`src/hdl/pott_pkg.sv`:
```
// ----------------------------------------------------------------------------
// pott_pkg
// Shared types and constants for the priority-ordered task table.
// ----------------------------------------------------------------------------
package pott_pkg;

  localparam int unsigned KeyBits      = 16;
  localparam int unsigned PrioBits     = 8;
  localparam int unsigned DepthDefault = 16;

  typedef enum logic [1:0] {
    CmdInsert   = 2'd0,
    CmdList     = 2'd1,
    CmdComplete = 2'd2
  } cmd_e;

  typedef enum logic [2:0] {
    StOk       = 3'd0,
    StListed   = 3'd1,
    StNone     = 3'd2,
    StNotFound = 3'd3,
    StFull     = 3'd4
  } status_e;

  typedef struct packed {
    cmd_e                command;
    logic [KeyBits-1:0]  task_id;
    logic [PrioBits-1:0] priority_req;
  } req_t;

  typedef struct packed {
    logic [KeyBits-1:0]  task_id_res;
    logic [PrioBits-1:0] task_priority;
    status_e             status;
    logic                last;
  } res_t;

  // one table entry as held in memory
  typedef struct packed {
    logic [KeyBits-1:0]  key;
    logic [PrioBits-1:0] prio;
  } entry_t;

endpackage

```
`src/hdl/priority_ordered_task_table.sv`:
```
// ----------------------------------------------------------------------------
// priority_ordered_task_table
// Table of up to DEPTH tasks (key, priority) kept in falling priority order.
// ----------------------------------------------------------------------------
// Usage:
//   A request is taken when start_i is high and busy_o is low. req_i carries
//   the command (insert, list, complete), the key and the priority.
//   Each result appears on res_o for one cycle with res_valid_o high; the
//   receiver cannot stall, so results simply stream out. res_o.last marks
//   the final result of a request, and busy_o, where it rose, falls on that same edge.
// Operation:
//   The table lives in one synchronous memory (registered read). A command
//   walks it one entry per cycle through the single read port, unless it is
//   answered at once (insert into a full table, list or complete on an empty
//   one). Insert: move lower-priority entries up one place from the top, then
//   write the new task into the slot (full table: result the cycle after the
//   request). List: results on the way out as matches are confirmed.
//   Complete: walk to the match, then close the gap.
// Reset:
//   rst_ni clears the entry count and control state only; the memory is not
//   cleared, entries at or above the count are never used. Unused command
//   codes are dropped without a result.
// ----------------------------------------------------------------------------
module priority_ordered_task_table #(
  parameter int unsigned DEPTH = pott_pkg::DepthDefault
) (
  input  logic            clk_i,
  input  logic            rst_ni,
  input  logic            start_i,
  output logic            busy_o,
  input  pott_pkg::req_t  req_i,
  output logic            res_valid_o,
  output pott_pkg::res_t  res_o
);
  import pott_pkg::*;

  localparam int unsigned IdxW = $clog2(DEPTH);
  localparam int unsigned CntW = $clog2(DEPTH + 1);

  // sequencer states
  localparam logic [2:0] S_IDLE     = 3'd0;
  localparam logic [2:0] S_INS      = 3'd1; // shift entries up, find slot
  localparam logic [2:0] S_INS_WR   = 3'd2; // drop new task into slot
  localparam logic [2:0] S_FIND     = 3'd3; // search key for complete
  localparam logic [2:0] S_SHIFT    = 3'd4; // close gap after removal
  localparam logic [2:0] S_LIST     = 3'd5; // walk and hold one match back
  localparam logic [2:0] S_LIST_END = 3'd6; // flush held match or none

  logic [2:0]          state_q, state_d;
  logic [CntW-1:0]     cnt_q, cnt_d;
  logic [IdxW-1:0]     idx_q, idx_d;
  logic [KeyBits-1:0]  key_q, key_d;
  logic [PrioBits-1:0] prio_q, prio_d;
  entry_t              pend_q, pend_d;
  logic                pend_vld_q, pend_vld_d;
  res_t                res_q, res_d;
  logic                res_vld_q, res_vld_d;

  // table memory, one read and one write port
  entry_t              mem [DEPTH];
  entry_t              rd_data_q;
  logic [IdxW-1:0]     mem_ra;
  logic                mem_we;
  logic [IdxW-1:0]     mem_wa;
  entry_t              mem_wd;

  logic                accept;
  logic [CntW-1:0]     idx_ext;
  logic                at_last;
  logic                shift_end;
  logic                prio_hit;
  logic                key_hit;

  assign accept    = start_i && (state_q == S_IDLE);
  assign idx_ext   = CntW'(idx_q);
  assign at_last   = (idx_ext == cnt_q - CntW'(1));
  assign shift_end = (idx_ext + CntW'(2) == cnt_q);
  assign prio_hit  = (rd_data_q.prio >= prio_q);
  assign key_hit   = (rd_data_q.key == key_q);

  always_comb begin
    state_d    = state_q;
    cnt_d      = cnt_q;
    idx_d      = idx_q;
    key_d      = key_q;
    prio_d     = prio_q;
    pend_d     = pend_q;
    pend_vld_d = pend_vld_q;
    res_d      = res_q;
    res_vld_d  = 1'b0;
    mem_ra     = idx_q + IdxW'(1);
    mem_we     = 1'b0;
    mem_wa     = idx_q;
    mem_wd     = rd_data_q;

    unique case (state_q)
      S_IDLE: begin
        if (accept) begin
          key_d  = req_i.task_id;
          prio_d = req_i.priority_req;
          idx_d  = '0;
          mem_ra = '0;
          unique case (req_i.command)
            CmdInsert: begin
              if (cnt_q == CntW'(DEPTH)) begin
                res_d     = '{task_id_res: req_i.task_id, task_priority: req_i.priority_req,
                              status: StFull, last: 1'b1};
                res_vld_d = 1'b1;
              end else if (cnt_q == '0) begin
                state_d = S_INS_WR;
              end else begin
                idx_d   = IdxW'(cnt_q);
                mem_ra  = IdxW'(cnt_q - CntW'(1));
                state_d = S_INS;
              end
            end
            CmdList: begin
              pend_vld_d = 1'b0;
              if (cnt_q == '0) begin
                res_d     = '{task_id_res: '0, task_priority: '0,
                              status: StNone, last: 1'b1};
                res_vld_d = 1'b1;
              end else begin
                state_d = S_LIST;
              end
            end
            CmdComplete: begin
              if (cnt_q == '0) begin
                res_d     = '{task_id_res: req_i.task_id, task_priority: '0,
                              status: StNotFound, last: 1'b1};
                res_vld_d = 1'b1;
              end else begin
                state_d = S_FIND;
              end
            end
            default: ; // unused code, dropped
          endcase
        end
      end

      S_INS: begin
        // rd_data_q holds entry idx_q-1
        mem_we = 1'b1;
        if (prio_hit) begin
          mem_wd    = '{key: key_q, prio: prio_q};
          res_d     = '{task_id_res: key_q, task_priority: prio_q,
                        status: StOk, last: 1'b1};
          res_vld_d = 1'b1;
          cnt_d     = cnt_q + CntW'(1);
          state_d   = S_IDLE;
        end else begin
          idx_d  = idx_q - IdxW'(1);
          mem_ra = idx_q - IdxW'(2);
          if (idx_q == IdxW'(1)) begin
            state_d = S_INS_WR;
          end
        end
      end

      S_INS_WR: begin
        mem_we    = 1'b1;
        mem_wd    = '{key: key_q, prio: prio_q};
        res_d     = '{task_id_res: key_q, task_priority: prio_q,
                      status: StOk, last: 1'b1};
        res_vld_d = 1'b1;
        cnt_d     = cnt_q + CntW'(1);
        state_d   = S_IDLE;
      end

      S_FIND: begin
        // rd_data_q holds entry idx_q; next entry read ahead
        if (key_hit) begin
          if (at_last) begin
            res_d     = '{task_id_res: rd_data_q.key, task_priority: rd_data_q.prio,
                          status: StOk, last: 1'b1};
            res_vld_d = 1'b1;
            cnt_d     = cnt_q - CntW'(1);
            state_d   = S_IDLE;
          end else begin
            // keep the removed entry, reported once the gap is closed
            pend_d  = rd_data_q;
            state_d = S_SHIFT;
          end
        end else if (at_last) begin
          res_d     = '{task_id_res: key_q, task_priority: '0,
                        status: StNotFound, last: 1'b1};
          res_vld_d = 1'b1;
          state_d   = S_IDLE;
        end else begin
          idx_d = idx_q + IdxW'(1);
        end
      end

      S_SHIFT: begin
        // rd_data_q holds entry idx_q+1, moved down one place
        mem_we = 1'b1;
        mem_ra = idx_q + IdxW'(2);
        if (shift_end) begin
          res_d     = '{task_id_res: pend_q.key, task_priority: pend_q.prio,
                        status: StOk, last: 1'b1};
          res_vld_d = 1'b1;
          cnt_d     = cnt_q - CntW'(1);
          state_d   = S_IDLE;
        end else begin
          idx_d = idx_q + IdxW'(1);
        end
      end

      S_LIST: begin
        if (prio_hit) begin
          if (pend_vld_q) begin
            res_d     = '{task_id_res: pend_q.key, task_priority: pend_q.prio,
                          status: StListed, last: 1'b0};
            res_vld_d = 1'b1;
          end
          pend_d     = rd_data_q;
          pend_vld_d = 1'b1;
        end
        if (at_last) begin
          state_d = S_LIST_END;
        end else begin
          idx_d = idx_q + IdxW'(1);
        end
      end

      S_LIST_END: begin
        if (pend_vld_q) begin
          res_d = '{task_id_res: pend_q.key, task_priority: pend_q.prio,
                    status: StListed, last: 1'b1};
        end else begin
          res_d = '{task_id_res: '0, task_priority: '0, status: StNone, last: 1'b1};
        end
        res_vld_d = 1'b1;
        state_d   = S_IDLE;
      end

      default: begin
        state_d = S_IDLE;
      end
    endcase
  end

  // control state
  always_ff @(posedge clk_i or negedge rst_ni) begin
    if (!rst_ni) begin
      state_q    <= S_IDLE;
      cnt_q      <= '0;
      res_vld_q  <= 1'b0;
      pend_vld_q <= 1'b0;
    end else begin
      state_q    <= state_d;
      cnt_q      <= cnt_d;
      res_vld_q  <= res_vld_d;
      pend_vld_q <= pend_vld_d;
    end
  end

  // payload, no reset
  always_ff @(posedge clk_i) begin
    idx_q  <= idx_d;
    key_q  <= key_d;
    prio_q <= prio_d;
    pend_q <= pend_d;
    res_q  <= res_d;
  end

  // table memory
  always_ff @(posedge clk_i) begin
    if (mem_we) begin
      mem[mem_wa] <= mem_wd;
    end
    rd_data_q <= mem[mem_ra];
  end

  assign busy_o      = (state_q != S_IDLE);
  assign res_valid_o = res_vld_q;
  assign res_o       = res_q;

  // checks
  a_cnt_bound : assert property (@(posedge clk_i) disable iff (!rst_ni)
    cnt_q <= CntW'(DEPTH))
    else $error("entry count above table depth");

  a_res_cause : assert property (@(posedge clk_i) disable iff (!rst_ni)
    res_valid_o |-> $past(busy_o || start_i))
    else $error("result without a request in progress");

  a_end_last : assert property (@(posedge clk_i) disable iff (!rst_ni)
    $fell(busy_o) |-> (res_valid_o && res_o.last))
    else $error("request ended without a final result");

  a_mid_busy : assert property (@(posedge clk_i) disable iff (!rst_ni)
    (res_valid_o && !res_o.last) |-> busy_o)
    else $error("non-final result while idle");

endmodule
```
`config.mk`:
```
export PLATFORM = sky130hd
export DESIGN_NAME = priority_ordered_task_table
export DESIGN_NICKNAME = d
export VERILOG_FILES = /design/src/hdl/pott_pkg.sv /design/src/hdl/priority_ordered_task_table.sv
export SDC_FILE = /design/constraint.sdc
export NUM_CORES = 1
export LEC_CHECK = 0
export ABC_AREA = 1
export BUFFER_PORTS_ARGS = -buffer_cell sky130_fd_sc_hd__buf_2
export CORE_MARGIN = 2
export CORE_UTILIZATION = 45
export DETAILED_ROUTE_END_ITERATION = 8
export PLACE_DENSITY = 0.68
export SKIP_CTS_REPAIR_TIMING = 1
export SLEW_MARGIN = 10
export SYNTH_ARGS = -nofsm -noshare
export SYNTH_HDL_FRONTEND = slang
export SYNTH_SLANG_ARGS = --single-unit
```
`constraint.sdc`:
```
create_clock -name clk_i -period 9.6 [get_ports clk_i]
set_input_delay 0.96 -clock clk_i [delete_from_list [all_inputs] [get_ports clk_i]]
set_output_delay 0.96 -clock clk_i [all_outputs]
set_load 0.005 [all_outputs]
```
==> key figures <==
CTS
  – CTS max path bufs: 3
  – Worst skew pair latency: around 600 ps
  – Clk root buf: clkbuf_16
  – Reg clk slew, reported paths: ~70 ps
  – CTS H-tree depth: 2
  – Clock sinks: 498
  – Num CTS Buffers: just under 50
  – CTS tree: built

Detailed routing
  – Router iterations before antenna repair: 8
  – Total routed wirelength: between 60 and 70 mm
  – DRC viols: 0
  – Post-DR wirelength/cell: between 20 and 25 µm
  – Antenna-violating nets left: 0
  – Routed vias: roughly 17000
  – DRT iter0 DRCs: approximately 2300
  – Via density: approximately 5.6

Synthesis
  – Post-synth EDFFs: 464
  – Synth Instances: 2263
  – Yosys warns: 0
  – Syn Nets: between 2000 and 2500
  – Unique masters post-synth: 43
  – Seq/Total Area, Yosys: between 60% and 70%
  – Synth Register Bits: roughly 500
  – Top_reg_cell synth: edfxtp_1
  – Post-synth ARST share: under 10%
  – Syn_area_per_cell: 10.3 µm²
  – Netlist Area Pre-Place: ~23000 µm²

Floorplanning
  – DIE AREA: ~54000 µm²
  – Die X: between 200 and 250 µm
  – Site row count: 83
  – Core area: about 51000 µm²
  – IO Count: between 50 and 60
  – Initial Utilization: a little under half
  – Die Span Y: 231 µm

Hold path
  – Hold WC Path Type: in2async

Global route
  – First-pass GRT wire length: 92.2 mm
  – Vias in the first global route: ~16000
  – Initial antenna violation count: 1
  – GR Overflow Total: 0
  – Overall Global Routing Usage: 22.5%
  – Largest net degree at the start of global routing: 116

STA
  – Fin crit period: 5020 ps
  – Slew @ Worst Pin: roughly 1300 ps
  – Period utilization: between 50% and 60%
  – Relative slew slack: about 11%
  – RSZ-0062 raised after global routing: false
  – Worst hold margin: between 200 and 250 ps
  – Final Setup Violations: 0
  – Setup TNS: 0 ps
  – Max Freq: 199 MHz
  – Worst Skew: ~23 ps
  – Max-slew violation count: 0
  – Fin. Hold Viols: 0

Layout
  – Ant. Diodes: 0
  – Share of cells above drive strength 1: 9.00%
  – Layout Nets: 2323
  – Commonest non-fill, non-tap cell in the layout: edfxtp_1
  – Design Area, Final: about 26000 µm²
  – Most frequent cells in the layout: edfxtp_1, inv_1, nand3_1, nand2_1, nand4_1
  – Synth-to-Final Area Change: 9.96%

Outcome
  – Status: finished, final reports clean

Setup path
  – Setup crit end kind: flip-flop
  – Worst setup SP type: flip-flop
  – Worst r2r path cells: 16
  – CP arrival: about 5400 ps
  – Worst Setup Path Type: reg2reg
  – Critical Path RT: 10020 ps
  – Crit path max fanout: 80

Job
  – Max-cap violations: 0

Place
  – Placed cell area: ~24000 µm²
  – Placer Congestion: around 0.87
  – Final HPWL DP: approximately 33 mm
  – PortBufs: 58
## worst paths after layout
kind	startpoint	to	slack, ps
min reg2reg	rd_data_q[0]$_DFF_P_	pend_q[0]$_DFFE_PP_	460
max	rd_data_q[1]$_DFF_P_	rd_data_q[0]$_DFF_P_	4580
min	rst_ni	state_q[0]$_DFFE_PN0P_	230
max reg2reg	rd_data_q[1]$_DFF_P_	rd_data_q[0]$_DFF_P_	4580
min in group clk_i	rd_data_q[0]$_DFF_P_	pend_q[0]$_DFFE_PP_	460
max in group asynchronous	rst_ni	res_valid_o$_DFF_PN0_	9160
## layer usage
metal	track usage, %	share of wire, %	up-vias
li1	-	-	7708
met1	32.2	42	8045
met5	0	0	-
met2	35.1	45	874
met3	3.76	10	128
met4	7.20	2.9	0
## registers in the layout, summed over array words and instances, names as in the netlist
signal,flops
cnt_q,5
idx_q,4
key_q,16
mem,384
pend_q,24
pend_vld_q,1
prio_q,8
rd_data_q,24
res_o,28
res_valid_o,1
state_q,3
## synthesized netlist by cell type, types with 2 or more instances
cell	n	share of area, %
edfxtp_1	464	60
inv_1	450	7.3
nand3_1	381	8.2
nand2_1	353	5.7
nand4_1	202	5.4
buf_2	77	1.7
nor2_1	60	0.97
o21ai_0	42	0.90
dfxtp_1	24	2.1
ha_1	24	1.3
xnor2_1	21	0.79
buf_4	16	0.52
buf_6	16	0.77
clkbuf_1	15	0.24
a21oi_1	14	0.30
o2111ai_1	12	0.45
o211ai_1	11	0.36
buf_1	10	0.16
dfrtp_1	10	1.1
xor2_1	10	0.38
inv_2	8	0.13
nor3_1	6	0.13
a22oi_1	4	0.13
nand3_2	4	0.17
o22ai_1	4	0.11
buf_8	3	0.19
nor2_2	3	0.081
nand2_2	2	0.054
o21ai_1	2	0.043
or2_2	2	0.054
## layout make-up
cell class                      count  area [µm²]
Inverter                          460        1730
Tap cell                          680         851
Multi-Input combinational cell   1168        6220
Fill cell                        4492       25600
Clock inverter                     23         196
Sequential cell                   498       14700
Clock buffer                       68        1360
Timing Repair Buffer               93         553
## worst max-delay path, stage by stage, from the launching register on
cell and delay (ps):
dfxtp_1 490, ha_1 310, nand2_1 80, nor2_1 40, nor2_1 90, nand2_1 60
nand2_1 80, nand3_2 380, nand2_1 290, nand2_4 550, nand3_4 900, buf_4 780
nand2_1 150, nand3_1 110, nand3_1 100, nand3_1 120, nand2_1 180
## logic make-up after synthesis
group	Yosys count	synth area share [%]
fa+ha+maj	24	1.29
compound gates	94	2.47
buf+inv	597	11.0
simple gates	1019	21.1
flops	498	63.0
xor+xnor	31	1.17
## stage by stage
| step | util, % | std cells | setup WS (ps) |
|---|---|---|---|
| floorplan | - | 2263 | 4300 |
| global placement | 46.9 | 2899 | 4780 |
| detailed placement | 46.9 | 2899 | 4750 |
| CTS | 50.0 | 2990 | 4780 |
| global route | 50.0 | 2990 | 4320 |
| finish | 50.0 | 2990 | 4580 |
Power is left out: the tool's default activity adds up to more than one toggle a clock period on the data nets, which glitch-free logic cannot reach.
